## config.mk

```make
export PLATFORM = sky130hd
export DESIGN_NAME = modbus_meteo_frame_sniffer_flat
export DESIGN_NICKNAME = d
export VERILOG_FILES = /design/src/mbs_pkg.sv /design/src/mbs_req_if.sv /design/src/mbs_rsp_if.sv /design/src/mbs_frame.sv /design/src/mbs_decode.sv /design/src/modbus_meteo_frame_sniffer.sv /design/src/flat_wrapper.sv
export SDC_FILE = /design/constraint.sdc
export NUM_CORES = 1
export LEC_CHECK = 0
export ABC_AREA = 1
export BUFFER_PORTS_ARGS = -buffer_cell sky130_fd_sc_hd__buf_2
export CAP_MARGIN = 10
export CORE_ASPECT_RATIO = 1.1
export CORE_MARGIN = 2
export CORE_UTILIZATION = 52
export CTS_BUF_LIST = sky130_fd_sc_hd__clkbuf_16
export DETAILED_ROUTE_END_ITERATION = 8
export PLACE_DENSITY = 0.74
export SLEW_MARGIN = 20
export SYNTH_ARGS = -nofsm -noshare
export SYNTH_HDL_FRONTEND = slang
export SYNTH_SLANG_ARGS = --single-unit
```

## constraint.sdc

```tcl
create_clock -name clock -period 10.36 [get_ports clock]
set_input_delay 0.518 -clock clock [delete_from_list [all_inputs] [get_ports clock]]
set_output_delay 0.518 -clock clock [all_outputs]
set_load 0.01 [all_outputs]
```

## src/mbs_pkg.sv

```systemverilog
// Shared types, codes, constants and the CRC-16/MODBUS byte update for the frame sniffer.
`timescale 1ns / 1ps

package mbs_pkg;

   // Frame sizing
   localparam int MAX_FRAME = 16;
   localparam int COUNT_W   = $clog2(MAX_FRAME + 2);
   localparam int IDX_W     = $clog2(MAX_FRAME);
   localparam logic [COUNT_W-1:0] REQ_BYTES   = COUNT_W'(8);
   localparam logic [COUNT_W-1:0] ANS_BYTES   = COUNT_W'(7);
   localparam logic [COUNT_W-1:0] COMBO_BYTES = COUNT_W'(15);
   localparam logic [COUNT_W-1:0] FULL_COUNT  = COUNT_W'(MAX_FRAME);

   localparam logic [15:0] CRC_INIT = 16'hFFFF;
   localparam logic [15:0] CRC_POLY = 16'hA001;

   // Configuration register indexes
   localparam logic CSR_LINK_ENABLED = 1'b0;
   localparam logic CSR_MANUAL_MASK  = 1'b1;

   // Register addresses of the station
   localparam logic [15:0] REG_WIND_SPEED = 16'd30001;
   localparam logic [15:0] REG_WIND_DIR   = 16'd30201;
   localparam logic [15:0] REG_AIR_TEMP   = 16'd30401;
   localparam logic [15:0] REG_HUMIDITY   = 16'd30601;
   localparam logic [15:0] REG_DEWPOINT   = 16'd30701;
   localparam logic [15:0] REG_PRESSURE   = 16'd30801;

   // Acceptance limits on the raw tenths value (pressure limits solved for v*760)
   localparam logic signed [15:0] WIND_LIMIT  = 16'sd2000;
   localparam logic signed [15:0] TEMP_LIMIT  = 16'sd400;
   localparam logic signed [15:0] HUMID_LIMIT = 16'sd1000;
   localparam logic signed [15:0] PRESS_MIN   = 16'sd6665;
   localparam logic signed [15:0] PRESS_MAX   = 16'sd9330;

   // floor(a*760/1013) == (a*PRESS_MULT) >> PRESS_SHIFT for all a <= 32768
   localparam int PRESS_SHIFT = 25;
   localparam logic [24:0] PRESS_MULT = 25'd25174105;

   // Manual entry mask bits
   localparam int MAN_WIND  = 0;
   localparam int MAN_TEMP  = 1;
   localparam int MAN_HUMID = 2;
   localparam int MAN_PRESS = 3;

   typedef enum logic {
      KIND_BYTE    = 1'b0,
      KIND_SILENCE = 1'b1
   } kind_type;

   typedef enum logic [2:0] {
      ST_VALUE    = 3'd0,
      ST_LATCHED  = 3'd1,
      ST_CRC_ERR  = 3'd2,
      ST_UNKNOWN  = 3'd3,
      ST_BAD_LEN  = 3'd4
   } status_type;

   typedef enum logic [2:0] {
      PAR_WIND_SPEED = 3'd0,
      PAR_WIND_DIR   = 3'd1,
      PAR_AIR_TEMP   = 3'd2,
      PAR_HUMIDITY   = 3'd3,
      PAR_DEWPOINT   = 3'd4,
      PAR_PRESSURE   = 3'd5
   } param_type;

   // Frame collector state seen by the decoder
   typedef struct packed {
      logic [COUNT_W-1:0] count;
      logic [15:0]        running_crc;
      logic [15:0]        req_crc;
      logic [15:0]        ans_crc;
      logic [15:0]        req_register;
      logic [15:0]        ans_word;
      logic [15:0]        combo_word;
   } frame_type;

   typedef struct packed {
      status_type         status;
      param_type          param;
      logic signed [15:0] raw_value;
      logic signed [15:0] scaled_value;
      logic               accepted;
   } result_type;

   typedef struct packed {
      logic        update;
      logic [15:0] value;
   } latch_type;

   function automatic logic [15:0] crc_byte(input logic [15:0] crc, input logic [7:0] b);
      logic [15:0] c;
      c = crc ^ {8'h00, b};
      for (int i = 0; i < 8; i++) begin
         c = c[0] ? ((c >> 1) ^ CRC_POLY) : (c >> 1);
      end
      return c;
   endfunction

endpackage

```

## src/mbs_req_if.sv

```systemverilog
// Input channel: received bytes and line-silence events.
`timescale 1ns / 1ps

interface mbs_req_if import mbs_pkg::*; ();
   logic        valid;
   logic        ready;
   kind_type    kind;
   logic [7:0]  data_byte;

   modport source (output valid, kind, data_byte, input ready);
   modport sink   (input valid, kind, data_byte, output ready);
endinterface

```

## src/mbs_rsp_if.sv

```systemverilog
// Result channel: decoded frame reports.
`timescale 1ns / 1ps

interface mbs_rsp_if import mbs_pkg::*; ();
   logic               valid;
   logic               ready;
   status_type         status;
   param_type          param;
   logic signed [15:0] raw_value;
   logic signed [15:0] scaled_value;
   logic               accepted;

   modport source (output valid, status, param, raw_value, scaled_value, accepted,
                   input ready);
   modport sink   (input valid, status, param, raw_value, scaled_value, accepted,
                   output ready);
endinterface

```

## src/mbs_frame.sv

```systemverilog
// Frame collector: byte count, running and snapshot CRCs, stored frame bytes.
`timescale 1ns / 1ps

module mbs_frame import mbs_pkg::*; (
   input  logic       clock,
   input  logic       reset,
   input  logic       byte_in,
   input  logic       clear,
   input  logic [7:0] data_byte,
   output frame_type  frame
);

   logic [COUNT_W-1:0] count_ff, count_in;
   logic [15:0]        crc_ff, crc_in;
   logic [15:0]        req_crc_ff, req_crc_in;
   logic [15:0]        ans_crc_ff, ans_crc_in;
   logic [7:0]         store_ff [MAX_FRAME];
   logic [15:0]        crc_next;
   logic               take;

   assign take     = byte_in && (count_ff <= FULL_COUNT);
   assign crc_next = crc_byte(crc_ff, data_byte);

   always_comb begin
      count_in   = count_ff;
      crc_in     = crc_ff;
      req_crc_in = req_crc_ff;
      ans_crc_in = ans_crc_ff;
      if (clear) begin
         count_in   = '0;
         crc_in     = CRC_INIT;
         req_crc_in = CRC_INIT;
         ans_crc_in = CRC_INIT;
      end else if (take) begin
         crc_in   = crc_next;
         count_in = count_ff + COUNT_W'(1);
         if (count_ff >= REQ_BYTES) begin
            ans_crc_in = crc_byte(ans_crc_ff, data_byte);
         end
         // snapshot the request CRC as its eighth byte arrives
         if (count_ff + COUNT_W'(1) == REQ_BYTES) begin
            req_crc_in = crc_next;
         end
      end
   end

   always_ff @(posedge clock) begin
      if (reset) begin
         count_ff   <= '0;
         crc_ff     <= CRC_INIT;
         req_crc_ff <= CRC_INIT;
         ans_crc_ff <= CRC_INIT;
      end else begin
         count_ff   <= count_in;
         crc_ff     <= crc_in;
         req_crc_ff <= req_crc_in;
         ans_crc_ff <= ans_crc_in;
      end
   end

   // drop bytes past the end of the store
   always_ff @(posedge clock) begin
      if (!clear && take && (count_ff < FULL_COUNT)) begin
         store_ff[count_ff[IDX_W-1:0]] <= data_byte;
      end
   end

   assign frame.count        = count_ff;
   assign frame.running_crc  = crc_ff;
   assign frame.req_crc      = req_crc_ff;
   assign frame.ans_crc      = ans_crc_ff;
   assign frame.req_register = {store_ff[2], store_ff[3]};
   assign frame.ans_word     = {store_ff[3], store_ff[4]};
   assign frame.combo_word   = {store_ff[11], store_ff[12]};

endmodule

```

## src/mbs_decode.sv

```systemverilog
// Frame decoder: length and CRC checks, register classification, scaling, range check.
`timescale 1ns / 1ps

module mbs_decode import mbs_pkg::*; (
   input  frame_type   frame,
   input  logic [15:0] pending_register,
   input  logic        link_enabled,
   input  logic [3:0]  manual_mask,
   output result_type  result,
   output latch_type   latch
);

   logic [15:0]        reg_addr;
   logic signed [15:0] v;
   logic               value_frame;
   logic [16:0]        mag;
   logic [41:0]        press_prod;
   logic [15:0]        press_q;
   logic signed [15:0] press_scaled;
   result_type         value_res;
   logic               in_range;
   logic               mask_bit;
   logic               storable;

   // 7-byte answers use the latched register; a combined frame carries its own
   assign reg_addr = (frame.count == COMBO_BYTES) ? frame.req_register : pending_register;
   assign v        = (frame.count == COMBO_BYTES) ? $signed(frame.combo_word)
                                                  : $signed(frame.ans_word);

   // pressure: trunc(v*760/1013) by reciprocal multiply on the magnitude
   assign mag          = v[15] ? (17'd0 - {v[15], v}) : {1'b0, v};
   assign press_prod   = {25'd0, mag} * {17'd0, PRESS_MULT};
   assign press_q      = press_prod[PRESS_SHIFT +: 16];
   assign press_scaled = v[15] ? $signed(16'd0 - press_q) : $signed(press_q);

   always_comb begin
      value_res.status       = ST_VALUE;
      value_res.param        = PAR_WIND_SPEED;
      value_res.raw_value    = v;
      value_res.scaled_value = v;
      value_res.accepted     = 1'b0;
      in_range = 1'b0;
      mask_bit = 1'b0;
      storable = 1'b1;
      unique case (reg_addr)
         REG_WIND_SPEED: begin
            in_range = (v >= 16'sd0) && (v < WIND_LIMIT);
            mask_bit = manual_mask[MAN_WIND];
         end
         REG_WIND_DIR: begin
            value_res.param = PAR_WIND_DIR;
            storable = 1'b0;
         end
         REG_AIR_TEMP: begin
            value_res.param = PAR_AIR_TEMP;
            in_range = (v > -TEMP_LIMIT) && (v < TEMP_LIMIT);
            mask_bit = manual_mask[MAN_TEMP];
         end
         REG_HUMIDITY: begin
            value_res.param = PAR_HUMIDITY;
            in_range = (v >= 16'sd0) && (v <= HUMID_LIMIT);
            mask_bit = manual_mask[MAN_HUMID];
         end
         REG_DEWPOINT: begin
            value_res.param = PAR_DEWPOINT;
            storable = 1'b0;
         end
         REG_PRESSURE: begin
            value_res.param        = PAR_PRESSURE;
            value_res.scaled_value = press_scaled;
            in_range = (v >= PRESS_MIN) && (v <= PRESS_MAX);
            mask_bit = manual_mask[MAN_PRESS];
         end
         default: begin
            value_res.status       = ST_UNKNOWN;
            value_res.scaled_value = '0;
            storable = 1'b0;
         end
      endcase
      value_res.accepted = storable && in_range && link_enabled && !mask_bit;
   end

   assign value_frame = 1'b1;

   always_comb begin
      result.status       = ST_BAD_LEN;
      result.param        = PAR_WIND_SPEED;
      result.raw_value    = '0;
      result.scaled_value = '0;
      result.accepted     = 1'b0;
      latch.update = 1'b1;
      latch.value  = '0;
      unique case (frame.count)
         REQ_BYTES: begin
            if (frame.req_crc != 16'h0000) begin
               result.status = ST_CRC_ERR;
            end else begin
               result.status = ST_LATCHED;
               latch.value   = frame.req_register;
            end
         end
         ANS_BYTES: begin
            if (frame.running_crc != 16'h0000) begin
               result.status = ST_CRC_ERR;
            end else if (value_frame) begin
               result = value_res;
            end
         end
         COMBO_BYTES: begin
            if ((frame.req_crc != 16'h0000) || (frame.ans_crc != 16'h0000)) begin
               result.status = ST_CRC_ERR;
            end else if (value_frame) begin
               result = value_res;
            end
         end
         default: begin
            // bad length keeps the latch
            latch.update = 1'b0;
         end
      endcase
   end

endmodule

```

## src/modbus_meteo_frame_sniffer.sv

```systemverilog
// Top level of the Modbus RTU weather frame sniffer.
`timescale 1ns / 1ps

// Passive listener on a Modbus RTU line. Feed it every received byte (kind byte)
// and a silence item when the line goes quiet; each silence that ends a non-empty
// frame gives one report: a latched request, a decoded weather value with its
// acceptance flag, a CRC error, an unknown register or a bad length. Items are
// taken one per clock unless the input stalls, and a report appears in the output
// register on the cycle after its silence is taken. The input stalls only while
// that register holds a report the sink has not taken. The longest path is the
// CRC byte update on the byte side and, on the report side, the 17 x 25 bit
// reciprocal multiply that converts pressure to tenths of mmHg. Write the
// configuration only while no report is outstanding.
module modbus_meteo_frame_sniffer import mbs_pkg::*; (
   input  logic        clock,
   input  logic        reset,
   mbs_req_if.sink     req_if,
   mbs_rsp_if.source   rsp_if,
   input  logic        csr_we,
   input  logic        csr_index,
   input  logic [3:0]  csr_wdata
);

   logic        link_enabled_ff, link_enabled_in;
   logic [3:0]  manual_mask_ff, manual_mask_in;
   logic [15:0] pending_ff, pending_in;
   logic        rsp_valid_ff, rsp_valid_in;
   result_type  rsp_ff, rsp_in;

   logic        req_fire;
   logic        byte_in;
   logic        silence;
   logic        report;
   frame_type   frame;
   result_type  dec_result;
   latch_type   dec_latch;

   assign req_if.ready = !rsp_valid_ff || rsp_if.ready;
   assign req_fire     = req_if.valid && req_if.ready;
   assign byte_in      = req_fire && (req_if.kind == KIND_BYTE);
   assign silence      = req_fire && (req_if.kind == KIND_SILENCE);
   assign report       = silence && (frame.count != '0);

   mbs_frame u_frame (
      .clock     (clock),
      .reset     (reset),
      .byte_in   (byte_in),
      .clear     (silence),
      .data_byte (req_if.data_byte),
      .frame     (frame)
   );

   mbs_decode u_decode (
      .frame            (frame),
      .pending_register (pending_ff),
      .link_enabled     (link_enabled_ff),
      .manual_mask      (manual_mask_ff),
      .result           (dec_result),
      .latch            (dec_latch)
   );

   always_comb begin
      link_enabled_in = link_enabled_ff;
      manual_mask_in  = manual_mask_ff;
      if (csr_we) begin
         unique case (csr_index)
            CSR_LINK_ENABLED: link_enabled_in = csr_wdata[0];
            CSR_MANUAL_MASK:  manual_mask_in  = csr_wdata;
            default: ;
         endcase
      end
   end

   always_comb begin
      pending_in = pending_ff;
      if (report && dec_latch.update) begin
         pending_in = dec_latch.value;
      end
   end

   // load on a report, drop once the sink takes it
   assign rsp_valid_in = report || (rsp_valid_ff && !rsp_if.ready);
   assign rsp_in       = report ? dec_result : rsp_ff;

   always_ff @(posedge clock) begin
      if (reset) begin
         link_enabled_ff <= 1'b0;
         manual_mask_ff  <= '0;
         pending_ff      <= '0;
         rsp_valid_ff    <= 1'b0;
      end else begin
         link_enabled_ff <= link_enabled_in;
         manual_mask_ff  <= manual_mask_in;
         pending_ff      <= pending_in;
         rsp_valid_ff    <= rsp_valid_in;
      end
   end

   always_ff @(posedge clock) begin
      rsp_ff <= rsp_in;
   end

   assign rsp_if.valid        = rsp_valid_ff;
   assign rsp_if.status       = rsp_ff.status;
   assign rsp_if.param        = rsp_ff.param;
   assign rsp_if.raw_value    = rsp_ff.raw_value;
   assign rsp_if.scaled_value = rsp_ff.scaled_value;
   assign rsp_if.accepted     = rsp_ff.accepted;

   a_report_loads: assert property (@(posedge clock) disable iff (reset)
      report |=> rsp_valid_ff)
      else $error("report not loaded into output register");

   a_silence_clears: assert property (@(posedge clock) disable iff (reset)
      silence |=> (frame.count == '0))
      else $error("frame not cleared after silence");

   a_count_bound: assert property (@(posedge clock) disable iff (reset)
      frame.count <= FULL_COUNT + COUNT_W'(1))
      else $error("byte count past saturation");

   a_accept_value: assert property (@(posedge clock) disable iff (reset)
      (rsp_valid_ff && rsp_ff.accepted) |-> (rsp_ff.status == ST_VALUE))
      else $error("accepted flag on a non-value report");

endmodule

```

## src/flat_wrapper.sv

```systemverilog
// flat-port wrapper written by rule: the top's interface ports become plain ports
module modbus_meteo_frame_sniffer_flat import mbs_pkg::*;
  (clock, reset, csr_we, csr_index, csr_wdata, req_if_valid, req_if_kind, req_if_data_byte, req_if_ready, rsp_if_valid, rsp_if_status, rsp_if_param, rsp_if_raw_value, rsp_if_scaled_value, rsp_if_accepted, rsp_if_ready);
  mbs_req_if req_if_i ();
  mbs_rsp_if rsp_if_i ();
  input  logic clock;
  input  logic reset;
  input  logic csr_we;
  input  logic csr_index;
  input  logic [3:0] csr_wdata;
  input wire logic [$bits(req_if_i.valid)-1:0] req_if_valid;
  input wire logic [$bits(req_if_i.kind)-1:0] req_if_kind;
  input wire logic [$bits(req_if_i.data_byte)-1:0] req_if_data_byte;
  output wire logic [$bits(req_if_i.ready)-1:0] req_if_ready;
  output wire logic [$bits(rsp_if_i.valid)-1:0] rsp_if_valid;
  output wire logic [$bits(rsp_if_i.status)-1:0] rsp_if_status;
  output wire logic [$bits(rsp_if_i.param)-1:0] rsp_if_param;
  output wire logic [$bits(rsp_if_i.raw_value)-1:0] rsp_if_raw_value;
  output wire logic [$bits(rsp_if_i.scaled_value)-1:0] rsp_if_scaled_value;
  output wire logic [$bits(rsp_if_i.accepted)-1:0] rsp_if_accepted;
  input wire logic [$bits(rsp_if_i.ready)-1:0] rsp_if_ready;
  assign req_if_i.valid = req_if_valid;
  assign req_if_i.kind = req_if_kind;
  assign req_if_i.data_byte = req_if_data_byte;
  assign req_if_ready = req_if_i.ready;
  assign rsp_if_valid = rsp_if_i.valid;
  assign rsp_if_status = rsp_if_i.status;
  assign rsp_if_param = rsp_if_i.param;
  assign rsp_if_raw_value = rsp_if_i.raw_value;
  assign rsp_if_scaled_value = rsp_if_i.scaled_value;
  assign rsp_if_accepted = rsp_if_i.accepted;
  assign rsp_if_i.ready = rsp_if_ready;
  modbus_meteo_frame_sniffer u_core (.clock(clock), .reset(reset), .req_if(req_if_i), .rsp_if(rsp_if_i), .csr_we(csr_we), .csr_index(csr_index), .csr_wdata(csr_wdata));
endmodule
```

== Word-level counts from Yosys, hierarchy flattened ==
Memories as Yosys holds them, arrays and structs flattened.
Cells that the tools add are included.
Cells by class
  add/sub/neg operators: 3
  multipliers: 1
  divide/modulo/power cells: 0
  order comparisons: 10
  equality and inequality tests: 10
  shift operators: 0
  muxes and demuxes: 38
  bitwise logic cells: 20
  reduce and logical (&&, ||, !) cells: 36
Operators with widths (count)
  2-to-1 mux 16 bit: 21
  equality test 16 x 15 -> 1 bit (second input constant): 6
  2-to-1 mux 36 bit: 2
  case mux 36 bit (2 select lines): 1
  NOT 2 -> 3 bit: 16
  nonzero test 16 bit: 3
  multiplier 17 x 25 -> 41 bit (second input constant): 1
  case mux 16 bit (2 select lines): 1
  bitwise XOR 16 x 8 -> 16 bit: 2
  2-to-1 mux 17 bit: 1
  subtractor 1 x 16 -> 17 bit (first input constant): 1
  >= comparator 16 x 1 -> 1 bit (second input constant): 1
  >= comparator 16 x 14 -> 1 bit (second input constant): 1
  greater-than comparator 16 x 10 -> 1 bit (second input constant): 1
  less-or-equal comparator 16 x 11 -> 1 bit (second input constant): 1
  less-or-equal comparator 16 x 15 -> 1 bit (second input constant): 1
  logical AND 1 bit: 16
  < comparator 16 x 10 -> 1 bit (second input constant): 1
  < comparator 16 x 12 -> 1 bit (second input constant): 1
  subtractor 1 x 16 -> 16 bit (first input constant): 1
  equality test 5 x 4 -> 1 bit (second input constant): 3
  case mux 3 bit (5 select lines): 1
  case mux 3 bit (3 select lines): 1
  case mux 1 bit (4 select lines): 2
  other kinds (18): 32
Storage, ports and cells
  register bits: 114
  bits in latches: 0
  bits in writable memories: 128
  memory bits (read-only): 0
  input port bits: 19
  word-level logic and storage cells: 132
  memories kept: 1
Memories
  u_core.u_frame.store_ff: depth 16, width 8, rd ports 5, clocked after memory_dff 0, write ports 1, line mbs_frame.sv:17  | logic [7:0] store_ff [MAX_FRAME];

== Longest topological paths before layout ==
Gate-level depths: netlist of run 1.
  word-level depth: 17
  mapped depth: 49
  gate-level depth less buffers: 47

== Modules after synthesis ==
From an unflattened synthesis of run 1, not the netlist that was laid out.
Unflattened totals
  cell total of the unflattened synthesis: 1781
  area total of the unflattened synthesis: 13691.9 µm²
Modules (own cells, without submodules)
  mbs_decode: instances 1, cells each 1148, area each 7400.8 µm², seq. area each 0.0 µm²
  mbs_frame: instances 1, cells each 419, area each 3963.8 µm², seq. area each 2262.2 µm²
  modbus_meteo_frame_sniffer: instances 1, cells each 214, area each 2327.2 µm², seq. area each 1611.5 µm²

== Worst setup path after synthesis of run 1 ==
No wires, ideal clock.
  kind: register -> register
  start: register u_core.u_frame.count_ff[1]
  end: register u_core.rsp_ff (netlist bit u_core.rsp_if.scaled_value[10]), data pin
  setup time: 272 ps
  arrival: 7318 ps
  slack: 2770 ps
  cell stages (with the launch flop): 44
  period minus slack after synthesis: 7590 ps
  cells stage by stage: dfxtp_1 ha_1 nand2_1 nor2_1 ha_1 buf_6 inv_2 buf_6 or2_2 o21ai_2 inv_1 nor2_1 nand2_1 nor2_1 nand2_1 inv_2 nand2_1 o21ai_0 [... 8 more ...] inv_1 fa_1 inv_1 ha_1 a21o_1 a21oi_1 a21oi_1 nor2_1 nand2_1 xnor2_2 ha_1 nand3_1 nor2_2 nand3_1 nand2_2 nand2_1 o21ai_1 a21oi_1
RTL lines
  start: declaration: line mbs_frame.sv:13  | logic [COUNT_W-1:0] count_ff, count_in;
  start signal: assignment: line mbs_frame.sv:54  | count_ff <= count_in;
  end signal: assignment: line modbus_meteo_frame_sniffer.sv:100  | rsp_ff <= rsp_in;
  end: declaration: line modbus_meteo_frame_sniffer.sv:28  | result_type rsp_ff, rsp_in;

==> results of run 1 <==
-- layout by cell type (no fill, tap or decap), drive strengths merged, types with 17 or more instances in the layout --
master / count
dfxtp: 75
o21ai: 83
xnor2: 25
xor2: 40
inv: 254
clkbuf: 17
nor4: 28
edfxtp: 79
fa: 40
ha: 171
nand2: 356
nor2: 125
nand3: 87
nor3: 23
buf: 70
a21oi: 97
-- kinds of logic after synthesis --
family          after synthesis  share of synthesized area
simple gates                650                      0.225
buf+inv                     279                     0.0848
compound gates              230                      0.102
xor+xnor                     65                     0.0463
mux                           3                    0.00238
fa+ha+maj                   211                      0.233
flops                       154                      0.307
-- path summary, 6_finish.rpt --
| path | from | cells after the start | endpoint |
|---|---|---|---|
| setup / recovery | u_core.u_frame.count_ff[1] | 38 | u_core.rsp_if.scaled_value[10] |
| hold / removal | csr_wdata[2] | 3 | u_core.manual_mask_ff[2] |
| hold reg to reg | u_core.link_enabled_ff | 2 | u_core.link_enabled_ff |
| setup reg to reg | u_core.u_frame.count_ff[1] | 38 | u_core.rsp_if.scaled_value[10] |
-- worst max-delay path, delay by kind of cell (launching register included) --
family	cells	cell delay [ns]
compound gates	4	0.50
xor+xnor	1	0.17
fa+ha+maj	10	4.17
buf+inv	6	0.71
flops	1	0.38
simple gates	17	3.22
-- layer usage --
metal	vias to the layer above	part of all wire	track usage
met1	5092	0.41	0.345
met2	377	0.49	0.484
met4	0	0.041	0.120
li1	5382	-	-
met3	79	0.063	0.0432
met5	-	0	0
-- flip-flops by register name, indices dropped and copies added (netlist names) --
| signal | cells |
|---|---|
| u_core.rsp_if.raw_value | 16 |
| u_core.u_frame.store_ff | 40 |
| u_core.link_enabled_ff | 1 |
| u_core.rsp_if.status | 3 |
| u_core.manual_mask_ff | 4 |
| u_core.u_frame.count_ff | 5 |
| u_core.rsp_if.valid | 1 |
| u_core.u_frame.ans_crc_ff | 16 |
| u_core.rsp_if.param | 3 |
| u_core.u_frame.req_crc_ff | 16 |
| u_core.u_frame.crc_ff | 16 |
| u_core.pending_ff | 16 |
| u_core.rsp_if.accepted | 1 |
| u_core.rsp_if.scaled_value | 16 |
-- power breakdown --
group / switching [mW] / internal [mW] / total, mW
Sequential: 0.00834 / 0.651 / 0.660
Clock: 0.314 / 0.335 / 0.649
Combinational: 0.0941 / 0.0479 / 0.142
Total: 0.416 / 1.03 / 1.45
-- stage by stage --
step           worst slack, ns  std cells
6_report                  1.07       1970
5_1_grt                 0.0485       1970
4_1_cts                   1.14       1970
3_5_place_dp              1.13       1938
3_3_place_gp              1.36       1938
2_1_floorplan             2.77       1592
-- layout make-up --
class | instances | area (µm²)
Timing Repair Buffer | 70 | 378
Fill cell | 2170 | 9850
Sequential cell | 154 | 3870
Clock buffer | 17 | 425
Clock inverter | 15 | 214
Multi-Input combinational cell | 1159 | 7700
Tap cell | 305 | 382
Inverter | 250 | 938
==> impl_metrics.ini, run 1 <==
[synth]
synthFlopType = edfxtp_1
synth_common_cells = 338 x nand2_1, 241 x inv_1, 171 x ha_1, 122 x nor2_1, 96 x a21oi_1
synth-seq-cells = 154
yosysTopAreaCell = edfxtp_1
synth_edf_count = 79
synth_cell_types = 58
syn_avg_cell_area_um2 = 7.93
synth_top_area_frac = 0.188
synthArstFlopShare = 0
yosysMostFrequentCell = nand2_1
ys_seq_area_frac = 0.307
yosys_warnings = 0
syn_area_um2 = 12600
synthTopCellsByArea = edfxtp_1 19%, ha_1 17%, dfxtp_1 12%, nand2_1 10%, inv_1 7.2%
syn-num-nets = 1822
synthCells = 1592

[global_routing]
grt_use_total = 0.279
grt_pass1_wl_um = 56000
grt_start_max_net_pins = 42
grt.overflow.total = 0
antenna_found_initial = 0
grt_pass1_vias = 10703

[cts]
cts_setup_buffers = 0
numCtsBuffers = 17
cts_buffer_depth = 2
clock-sinks = 154
tritoncts = built
clk_latency_ns = 0.44
path_clk_slew_ns = 0.08
cts_root_buffer = clkbuf_16
htreeDepth = 4
cts-resized-gates = 0
cts_hold_buf = 0

[drt]
ant_nets = 0
wl_per_cell_um = 18.0
vias = 10930
drc = 0
drtIter0Drc = 776
drt-total-wl_um = 35400
vias_per_cell = 5.55
first_pass_iters = 5

[sta]
holdWs_ns = 0.336
setup_tns_ns = 0
worstMarginPinSlew_ns = 1.11
hold_viol_final = 0
relSlewSlack = 0.254
rsz0062_at_grt = false
min_period_ns = 9.29
fin_skew_ns = 0.0153
max_freq_ghz = 0.108
final_max_slew_viol_count = 0
setup_viol = 0
fin_crit_sh = 0.897

[cells_and_area]
final_area_um2 = 13900
antenna_cells = 0
syn2layout_area_growth_pct = 10.2
utilization = 0.585
drive_gt1_frac = 0.0889
finalNetCount = 1882

[worst_setup_path]
worstSetupPathType = register to register
r2r_slack_ns = 1.07
worstSetupEndpointType = register
path_max_fanout = 27
startpoint_type = register
slowest_delay_ns = 0.83
crit_required_ns = 10.65
crit_top_cell = ha_1
cp.arrival_ns = 9.58
cp_slowest_cell = ha_1

[placement]
numPortBuffers = 59
dp_hpwl_um = 28600
gp_congestion = 0.987
dpl_cell_area_um2 = 13300

[die]
die_area_um2 = 25600
fp.dieW_um = 153
start_util = 0.531
boundaryPins = 60
die_h_um = 167
rows = 59
core_um2 = 23800

[power]
power_density_nw_per_um2 = 104
totalPowerFinal_mw = 1.45
p_leak_nw = 6.65
irDropWorstVdd_mv = 0.136

[flow_run]
drv_cap = 0

[hold_path]
min_path_type = input pin to register

[outcome]
outcome = completed
No activity file was read; power rests on OpenSTA's default activity.
==> run 2: changes to the inputs <==
--- a/config.mk
+++ b/config.mk
@@ -13,7 +13,7 @@
 export CORE_UTILIZATION = 52
 export CTS_BUF_LIST = sky130_fd_sc_hd__clkbuf_16
 export DETAILED_ROUTE_END_ITERATION = 8
-export PLACE_DENSITY = 0.74
+export PLACE_DENSITY = 0.66
 export SLEW_MARGIN = 20
 export SYNTH_ARGS = -nofsm -noshare
 export SYNTH_HDL_FRONTEND = slang
==> impl_metrics.ini, run 2 (same netlist as run 1, synthesis figures left out) <==
[global_routing]
grt.overflow.total = 0
grt_pass1_vias = 10803
grt_start_max_net_pins = 38
grt_use_total = 0.278
grt_pass1_wl_um = 56000
antenna_found_initial = 0

[drt]
vias_per_cell = 5.49
wl_met2_um = 17900
drc = 0
met3WireLength_um = 1190
wl_per_cell_um = 17.8
drtIter0Drc = 633
ant_nets = 0
drt-total-wl_um = 35000
first_pass_iters = 5
wl_met1_um = 14700
vias = 10812
routed.top_layer = met4

[hold_path]
min_path_type = input pin to register
holdPathEnd = u_core.manual_mask_ff[2]
whs_path_depth = 3
hp-start = csr_wdata[2]

[sta]
rsz0062_at_grt = false
min_period_ns = 9.29
setup_viol = 0
worstMarginPinSlew_ns = 0.997
fin_skew_ns = 0.0183
max_freq_ghz = 0.108
relSlewSlack = 0.328
final_max_slew_viol_count = 0
hold_viol_final = 0
setup_tns_ns = 0
fin_crit_sh = 0.897

[worst_setup_path]
r2r_slack_ns = 1.07
worstSetupPathType = register to register
worstSetupEndpointType = register
r2r-start = u_core.u_frame.count_ff[1]
cp.arrival_ns = 9.57
cp_slowest_cell = ha_1
startpoint_type = register
slowest_delay_ns = 0.82
path_max_fanout = 27
reg2reg_to = u_core.rsp_if.scaled_value[10]
reg2reg_depth = 43
crit_required_ns = 10.64
crit_top_cell = nand2_1

[placement]
gp_congestion = 0.937
dpl_cell_area_um2 = 13300
dp_hpwl_um = 28100
numPortBuffers = 59
dp_cells = 1936

[cts]
cts_root_buffer = clkbuf_16
clock-sinks = 154
numCtsBuffers = 17
path_clk_slew_ns = 0.08
tritoncts = built
cts-resized-gates = 0
cts_hold_buf = 0
cts_buffer_depth = 2
clk_latency_ns = 0.44
cts_setup_buffers = 0
htreeDepth = 4

[die]
die_h_um = 167
rows = 59
core_um2 = 23800
start_util = 0.531
boundaryPins = 60
fp.dieW_um = 153
die_area_um2 = 25600

[outcome]
outcome = completed

[cells_and_area]
utilization = 0.583
final_cells = 1968
final_common_cell = nand2_1
final_cell_mix = 338 x nand2_1, 241 x inv_1, 171 x ha_1, 122 x nor2_1, 96 x a21oi_1
antenna_cells = 0
largest_reg_flops = 40
drive_gt1_frac = 0.0884
syn2layout_area_growth_pct = 9.78
finalNetCount = 1880
final_area_um2 = 13900

[flow_run]
drv_cap = 0

[power]
p_leak_nw = 6.62
totalPowerFinal_mw = 1.43
power_density_nw_per_um2 = 103
irDropWorstVdd_mv = 0.104
run 2: cell count changes in the layout (fill, tap and decap cells not counted), sizes merged:
cell / before / now
clkinvlp: 0 / 2
buf: 70 / 68
inv: 254 / 253
clkinv: 11 / 10
run 2: worst max-delay path: cells and delay by family, from the launching register on:
kind / cells / cell delay [ns]
AOI/OAI and AO/OA: 5 / 0.64
xor gates and xnor gates: 2 / 0.66
adders and majority gates: 10 / 4.13
buffers and inverters: 7 / 0.69
DFF: 1 / 0.38
and+or+nand+nor: 19 / 2.65
run 2: where the power goes:
part           switching [mW]  leakage (nW)  internal, mW
sequential            0.00800          1.37         0.651
combinational          0.0926          4.97        0.0471
clock                   0.311         0.284         0.325
run 2: worst max-delay path by stage:
stage | start | end | slack (ns) | cells after the start
after floorplan | u_core.u_frame.count_ff[1] | u_core.rsp_if.scaled_value[10] | 2.77 | 43
after global placement | u_core.u_frame.count_ff[1] | u_core.rsp_if.scaled_value[10] | 1.29 | 39
after global routing | u_core.u_frame.count_ff[1] | u_core.rsp_if.scaled_value[10] | 0.20 | 43
final | u_core.u_frame.count_ff[1] | u_core.rsp_if.scaled_value[10] | 1.07 | 43
after detailed placement | u_core.u_frame.count_ff[1] | u_core.rsp_if.scaled_value[10] | 1.17 | 39
after CTS | u_core.u_frame.count_ff[1] | u_core.rsp_if.scaled_value[10] | 1.12 | 39
run 2: routing by layer:
layer	GRT usage	vias up
met2	0.509	267
met5	0	-
li1	-	5374
met3	0.0305	66
met4	0.115	0
met1	0.332	5105
run 2: layout make-up:
type / count / area [µm²]
fillers: 2244 / 9910
multi-input cells: 1159 / 7710
flip-flops and latches: 154 / 3870
inverters: 250 / 938
clock buffers: 17 / 425
well taps: 305 / 382
repair buffers: 68 / 363
clock inverters: 15 / 174
run 2: through the flow:
step / setup WS (ns) / hold WS (ns)
finish: 1.07 / 0.324
detailed placement: 1.17 / 0.449
CTS: 1.12 / 0.318
global route: 0.200 / 0.324
floorplan: 2.77 / 0.429
global placement: 1.29 / 0.439
==> run 3: changes to the inputs <==
--- a/config.mk
+++ b/config.mk
@@ -14,6 +14,7 @@
 export CTS_BUF_LIST = sky130_fd_sc_hd__clkbuf_16
 export DETAILED_ROUTE_END_ITERATION = 8
 export PLACE_DENSITY = 0.66
+export RECOVER_POWER = 25
 export SLEW_MARGIN = 20
 export SYNTH_ARGS = -nofsm -noshare
 export SYNTH_HDL_FRONTEND = slang
==> constraint.sdc (replaced) <==
create_clock -name clock -period 9.09 [get_ports clock]
set_input_delay 0.4545 -clock clock [delete_from_list [all_inputs] [get_ports clock]]
set_output_delay 0.4545 -clock clock [all_outputs]
set_load 0.01 [all_outputs]
==> impl_metrics.ini, run 3 (same netlist as run 1, synthesis figures left out) <==
[placement]
gp_congestion = 0.917
numPortBuffers = 59
dp_hpwl_um = 28300
dpl_cell_area_um2 = 13300

[worst_setup_path]
worstSetupPathType = register to register
cp.buffers_inverters = 7
worstSetupEndpointType = register
path_delay_family = adder cells
startpoint_type = register
cp_slowest_cell = fa_1
reg2reg_to = u_core.rsp_if.scaled_value[10]
r2r-start = u_core.u_frame.count_ff[1]
startpoint = u_core.u_frame.count_ff[1]
path_max_fanout = 11
slowest_delay_ns = 0.54
r2r_slack_ns = 0.73
crit_top_cell = ha_1
path_depth = 42
reg2reg_depth = 42
crit_required_ns = 9.37
cp.arrival_ns = 8.65
endpoint = u_core.rsp_if.scaled_value[10]

[cts]
path_clk_slew_ns = 0.08
numCtsBuffers = 17
cts_setup_buffers = 0
cts_buffer_depth = 2
tritoncts = built
cts_hold_buf = 0
clk_latency_ns = 0.44
cts_root_buffer = clkbuf_16
clock-sinks = 154
htreeDepth = 4

[drt]
drt-total-wl_um = 35500
drtIter0Drc = 620
ant_nets = 0
drc = 0
vias = 10834
wl_per_cell_um = 18.0
first_pass_iters = 5
vias_per_cell = 5.49

[die]
die_h_um = 167
die_area_um2 = 25600
fp.dieW_um = 153
boundaryPins = 60
start_util = 0.531
core_um2 = 23800
rows = 59

[global_routing]
grt_use_total = 0.281
grt_pass1_vias = 10858
antenna_found_initial = 0
grt.overflow.total = 0
grt_start_max_net_pins = 38
grt_pass1_wl_um = 56600

[cells_and_area]
finalNetCount = 1885
drive_gt1_frac = 0.0743
syn2layout_area_growth_pct = 9.93
antenna_cells = 0
final_area_um2 = 13900
largest_reg_flops = 40
final_common_cell = nand2_1
final_cell_mix = 338 x nand2_1, 241 x inv_1, 169 x ha_1, 121 x nor2_1, 96 x a21oi_1

[flow_run]
drv_cap = 0

[sta]
max_freq_ghz = 0.120
fin_skew_ns = 0.0169
setup_viol = 0
worstMarginPinSlew_ns = 0.968
final_max_slew_viol_count = 0
setup_tns_ns = 0
hold_viol_final = 0
min_period_ns = 8.36
relSlewSlack = 0.354
fin_crit_sh = 0.920

[power]
irDropWorstVdd_mv = 0.114
p_leak_nw = 6.54
power_density_nw_per_um2 = 119
totalPowerFinal_mw = 1.65

[outcome]
outcome = completed

[hold_path]
min_path_type = input pin to register
## run 3: changes by cell type in the layout (fill, tap and decap cells not counted), sizes merged
cell,delta
clkbuf,+32
bufinv,+1
buf,-27
clkinv,-4
inv,+3
## run 3: worst min-delay path by stage
stage | from | endpoint | slack [ns] | depth (start not counted)
after floorplan | u_core.u_frame.req_crc_ff[12] | u_core.u_frame.req_crc_ff[12] | 0.43 | 2
after global placement | u_core.u_frame.req_crc_ff[13] | u_core.u_frame.req_crc_ff[13] | 0.44 | 2
after detailed placement | u_core.u_frame.req_crc_ff[1] | u_core.u_frame.req_crc_ff[1] | 0.45 | 2
after CTS | csr_wdata[2] | u_core.manual_mask_ff[2] | 0.27 | 3
after global routing | csr_wdata[2] | u_core.manual_mask_ff[2] | 0.31 | 3
final | csr_wdata[2] | u_core.manual_mask_ff[2] | 0.28 | 3
## run 3: power by group
group          internal [mW]  leakage, nW  switching [mW]
logic                 0.0526         4.89           0.106
registers              0.742         1.37         0.00919
clock network          0.394        0.287           0.351
total                   1.19         6.54           0.467
## run 3: per-stage QoR
stage / utilization / hold slack (ns) / cells / setup slack (ns)
finish: 0.584 / 0.280 / 1973 / 0.727
CTS: 0.584 / 0.273 / 1973 / 0.455
detailed placement: 0.559 / 0.448 / 1941 / 0.501
global placement: 0.559 / 0.441 / 1941 / 0.549
floorplan: - / 0.429 / 1592 / 1.50
global route: 0.584 / 0.308 / 1973 / -0.00435
## run 3: layout make-up
type	instances	area [µm²]
flip-flops and latches	154	3870
repair buffers	73	360
multi-input cells	1159	7730
fillers	2258	9890
clock buffers	17	425
clock inverters	15	173
well taps	305	382
inverters	250	938
## run 3: routing by layer
layer / track usage / wire length [µm]
met3: 0.0243 / 1340
met2: 0.525 / 18200
met4: 0.0878 / 984
met1: 0.342 / 15000
met5: 0 / 0
## run 3: timing repair
action	4_1_cts	5_1_grt
hold endpoints to repair	0	0
endpoints found under the setup margin	0	10
resized for setup	0	8
## run 3: worst register-to-register path: cells and delay by family, from the launching register on
kind / cells / cell delay, ns
XOR/XNOR: 1 / 0.17
flip-flops: 1 / 0.37
AO/OA/AOI/OAI: 9 / 1.38
adder cells (fa/ha/maj): 10 / 3.46
AND/OR/NAND/NOR: 15 / 2.14
buffers and inverters: 7 / 0.68
